File: config.mk
export PLATFORM = sky130hd
export DESIGN_NAME = bdiv_stage
export DESIGN_NICKNAME = d
export VERILOG_FILES = /design/src/hdl/bdiv_pkg.sv /design/src/hdl/bdiv_stage.sv
export SDC_FILE = /design/constraint.sdc
export NUM_CORES = 1
export LEC_CHECK = 0
export CAP_MARGIN = 20
export CORE_ASPECT_RATIO = 2
export CORE_MARGIN = 2
export CORE_UTILIZATION = 55
export DETAILED_ROUTE_END_ITERATION = 12
export DONT_BUFFER_PORTS = 1
export PLACE_DENSITY_LB_ADDON = 0.15
export SLEW_MARGIN = 20
export SYNTH_ARGS = -nofsm -noshare
export SYNTH_HDL_FRONTEND = slang
export SYNTH_SLANG_ARGS = --single-unit
export TNS_END_PERCENT = 20
File: constraint.sdc
create_clock -name clk -period 26.5 [get_ports clk]
set_clock_uncertainty 0.05 [all_clocks]
set_input_delay 5.3 -clock clk [delete_from_list [all_inputs] [get_ports clk]]
set_output_delay 5.3 -clock clk [all_outputs]
set_load 0.005 [all_outputs]
File: src/hdl/bdiv_pkg.sv
// Shared constants and pipeline types for the binary64 divider.
package bdiv_pkg;

  localparam int FracW = 52;
  localparam int ExpW = 11;
  localparam int SigW = 53;
  localparam int QuoW = 63;
  localparam int ExpIW = 13;  // signed working exponent

  localparam logic [63:0] QNAN_CANON = 64'h7FF8000000000000;
  localparam logic [ExpW-1:0] EXP_ONES = 11'h7FF;
  localparam logic signed [ExpIW-1:0] EXP_BIAS_M1 = 13'sh3FE;
  localparam logic signed [ExpIW-1:0] EXP_TOP = 13'sh7FD;
  localparam logic [9:0] HALF_LSB = 10'h200;

  localparam int BitsPerStageDef = 4;

  // Item state while the quotient bits are developed
  typedef struct packed {
    logic               special;
    logic [63:0]        spec_val;
    logic               sgn;
    logic signed [ExpIW-1:0] ez;
    logic [SigW:0]      rem;
    logic [SigW-1:0]    mb;
    logic [QuoW-1:0]    q;
  } div_item_t;

  // Leading-zero count of a 53-bit value (bit 52 is the top)
  function automatic logic [5:0] lzc53(input logic [SigW-1:0] v);
    logic [5:0] n;
    logic found;
    n = 6'd0;
    found = 1'b0;
    for (int i = SigW - 1; i >= 0; i--) begin
      if (!found && v[i]) begin
        found = 1'b1;
        n = 6'(SigW - 1 - i);
      end
    end
    return n;
  endfunction

endpackage

File: src/hdl/bdiv_stage.sv
// One restoring-division stage: develops Bits quotient bits per cycle while en is high.
module bdiv_stage #(
  parameter int Bits = bdiv_pkg::BitsPerStageDef
) (
  input  logic                clk,
  input  logic                en,
  input  logic                vld_in,
  input  bdiv_pkg::div_item_t d_in,
  output logic                vld_out_nxt,
  output bdiv_pkg::div_item_t d_out_r
);
  import bdiv_pkg::*;

  div_item_t nx;

  // Shift-subtract steps on the partial remainder
  always_comb begin
    logic [SigW:0] diff;
    nx = d_in;
    for (int k = 0; k < Bits; k++) begin
      diff = nx.rem - {1'b0, nx.mb};
      nx.q = {nx.q[QuoW-2:0], !diff[SigW]};
      if (!diff[SigW]) nx.rem = diff;
      nx.rem = {nx.rem[SigW-1:0], 1'b0};
    end
  end

  assign vld_out_nxt = vld_in;

  always_ff @(posedge clk) begin
    if (en) d_out_r <= nx;
  end
endmodule

==> impl_metrics.sql <==
INSERT INTO impl_metrics (metric_group, metric, value, unit) VALUES
('cells_and_area', 'layout_commonest_cell', 'sky130_fd_sc_hd__a21oi_1', ''),
('power', 'peakVddDrop', '0.5019', 'mV'),
('grt', 'grt.met3_usage', '5.180', '%'),
('placed_design', 'io_buffers', '0', ''),
('floorplanning', 'die-width', '143.0', 'um'),
('synth', 'ys_warn_count', '0', ''),
('sta', 'min_period', '22040', 'ps'),
('floorplanning', 'core_rows', '101', ''),
('cells_and_area', 'areaGrowthSynthToFinish', '5.028', '%'),
('setup_path', 'path_common_cell', 'sky130_fd_sc_hd__a21oi_1', ''),
('cells_and_area', 'layout_common_cells', 'sky130_fd_sc_hd__a21oi_1 (271), sky130_fd_sc_hd__edfxtp_1 (248), sky130_fd_sc_hd__ha_1 (209), sky130_fd_sc_hd__nand2_1 (195), sky130_fd_sc_hd__o21ai_0 (173)', ''),
('synth', 'synth-seq-area-share', '35.04', '%'),
('worst_hold_path', 'hold_start', 'd_in[106]', ''),
('sta', 'fin_ws', '4458', 'ps'),
('placed_design', 'finalWeightedCongestion', '0.9730', ''),
('setup_path', 'path_buf_inv', '10', ''),
('routing', 'first_pass_iters', '5', ''),
('power', 'report.power.total', '3.730', 'mW'),
('sta', 'timing.setup.tns', '0', 'ps'),
('clocking', 'numClockSinks', '248', ''),
('clocking', 'post_cts.resized_instances', '0', ''),
('cells_and_area', 'top_regs', 'd_out_r (248)', ''),
('worst_hold_path', 'whs_endpoint', 'd_out_r[106]$_DFFE_PP_', ''),
('setup_path', 'cp_peak_stage_delay', '900', 'ps'),
('setup_path', 'critical_path_maximum_fanout', '72', ''),
('clocking', 'cts_hold_buffers', '0', ''),
('floorplanning', 'initial_utilization', '55.87', '%'),
('sta', 'unrepaired_setup_endpoints_after_global_routing', 'false', ''),
('clocking', 'clock_path_buffers', '3', ''),
('outcome', 'status', 'complete, no violations', ''),
('sta', 'setup_viols_final', '0', ''),
('cells_and_area', 'layout.core_utilization', '58.68', '%'),
('setup_path', 'worst_ep_required_time', '26710', 'ps'),
('synth', 'synth_seq_cells', '248', ''),
('routing', 'wl', '74.29', 'mm'),
('floorplanning', 'top_level_ports', '502', ''),
('floorplanning', 'die_h', '282.0', 'um'),
('setup_path', 'critical_path.endpoint_type', 'register', ''),
('grt', 'globalRouteOverflowTotal', '0', ''),
('worst_hold_path', 'worstHoldPathType', 'input port to register', ''),
('synth', 'synth-main-ff-cell', 'sky130_fd_sc_hd__edfxtp_1', ''),
('grt', 'first_global_vias', '17960', ''),
('routing', 'num_vias', '18020', ''),
('power', 'cellLeakagePower', '9.330', 'nW'),
('routing', 'antenna_violating_nets_post_route', '0', ''),
('flow_run', 'max_cap_viol_count', '0', ''),
('grt', 'gr_util_met2', '69.05', '%'),
('setup_path', 'critical_path.startpoint_type', 'input port', ''),
('synth', 'synth_enable_flop_cells', '248', ''),
('synth', 'synth_async_sr_flop_share', '0', '%'),
('sta', 'max_clock_freq', '45.37', 'MHz'),
('grt', 'gr-usage-all-layers', '35.50', '%'),
('routing', 'drt-vias-per-instance', '6.402', ''),
('floorplanning', 'die_area', '0.04032', 'mm2'),
('grt', 'antenna_found_initial', '0', ''),
('cells_and_area', 'nFillCells', '3374', ''),
('setup_path', 'critical-path-top-delay-family', 'compound AO/OA/AOI/OAI gates', ''),
('grt', 'met1_usage', '26.88', '%'),
('clocking', 'htree_num_levels', '1', ''),
('sta', 'slew-limit-headroom', '26.51', '%'),
('clocking', 'tritoncts.num_buffers', '21', ''),
('sta', 'report.final.slew_viol_count', '0', ''),
('grt', 'grt_max_degree', '249', ''),
('sta', 'finalCritPeriodShare', '83.18', '%'),
('worst_hold_path', 'worstHoldPathCells', '0', ''),
('clocking', 'cts_root_buf', 'sky130_fd_sc_hd__clkbuf_16', ''),
('floorplanning', 'core_area', '0.03804', 'mm2'),
('placed_design', 'place_worst_setup_slack', '4014', 'ps'),
('synth', 'avgSynthCellArea', '9.089', 'um2'),
('cells_and_area', 'layout.nets', '2747', ''),
('cells_and_area', 'post_route_cells_drive_above_1_share', '3.654', '%');
[power breakdown]
group	internal [mW]	leakage [nW]	switching, mW
combinational	1.14	6.57	1.61
clock	0.169	0.335	0.140
sequential	0.625	2.43	0.0471
total	1.93	9.33	1.80
[worst max-delay path by stage]
stage | startpoint | end | slack (ps) | cells past startpoint
finish | d_in[96] | d_out_r[137]$_DFFE_PP_ | 4460 | 56
CTS | d_in[91] | d_out_r[149]$_DFFE_PP_ | 4540 | 56
global placement | d_in[91] | d_out_r[152]$_DFFE_PP_ | 4170 | 56
detailed placement | d_in[91] | d_out_r[152]$_DFFE_PP_ | 4010 | 56
global route | d_in[75] | d_out_r[137]$_DFFE_PP_ | 3440 | 56
floorplan | d_in[91] | d_out_r[128]$_DFFE_PP_ | 8010 | 61
[routing by layer]
layer	vias to the layer above	routed length, um
li1	8549	-
met1	8420	20730
met3	297	3347
met2	756	40150
met4	0	10060
met5	-	0
[final cells by class]
type | count | share of cell area [%]
clock inverters | 12 | 0.5942
diodes | 1 | 0.01121
well taps | 515 | 2.887
repair buffers | 6 | 0.2018
clock buffers | 26 | 2.439
flip-flops and latches | 248 | 33.37
multi-input cells | 1863 | 58.08
inverters | 144 | 2.422
[synth_stat cells (all sizes together), types with 4 or more instances]
| library cell | count | share of area [%] |
|---|---|---|
| o21a | 31 | 1.1 |
| nand3 | 40 | 0.94 |
| mux2 | 69 | 3.7 |
| nand2 | 195 | 3.4 |
| and2 | 12 | 0.35 |
| edfxtp | 248 | 35 |
| nor3 | 25 | 0.59 |
| xor2 | 81 | 3.4 |
| o22ai | 4 | 0.12 |
| xnor2 | 114 | 4.7 |
| buf | 10 | 0.31 |
| or3 | 10 | 0.29 |
| nand4 | 39 | 1.2 |
| o2111ai | 8 | 0.33 |
| nor4 | 9 | 0.26 |
| inv | 144 | 2.5 |
| and3 | 23 | 0.68 |
| o21bai | 38 | 1.3 |
| mux2i | 20 | 0.94 |
| ha | 209 | 12 |
| o21ai | 176 | 4.1 |
| a311oi | 6 | 0.25 |
| a21o | 103 | 3.6 |
| a31o | 4 | 0.16 |
| a2111oi | 6 | 0.25 |
| nor2 | 167 | 2.9 |
| a221o | 7 | 0.33 |
| nor2b | 24 | 0.71 |
| o211ai | 12 | 0.42 |
| a21boi | 5 | 0.18 |
| a21oi | 271 | 6.4 |
| a221oi | 6 | 0.33 |
| a31oi | 26 | 0.77 |
| a41oi | 6 | 0.25 |
| a211o | 8 | 0.33 |
| clkbuf | 73 | 1.3 |
| or2 | 8 | 0.24 |
| o31ai | 14 | 0.49 |
| nand2b | 24 | 0.71 |
| and4 | 9 | 0.37 |
| a211oi | 15 | 0.53 |
[cells by family after synthesis]
logic type	synth area share, %
flops	35.04
other cells	0.01765
compound gates	22.59
mux	4.598
fa+ha+maj	12.49
simple gates	13.01
xor+xnor	8.108
buf+inv	4.139
[through the flow]
step | hold slack (ps) | area, um2 | instances
3_3_place_gp | 5349 | 21640 | 2776
5_1_grt | 4792 | 22320 | 2814
6_report | 4807 | 22320 | 2815
3_5_place_dp | 5349 | 21640 | 2776
4_1_cts | 4789 | 22320 | 2814
2_1_floorplan | 5349 | 21250 | 2338
(Power assumes the default switching activity.)
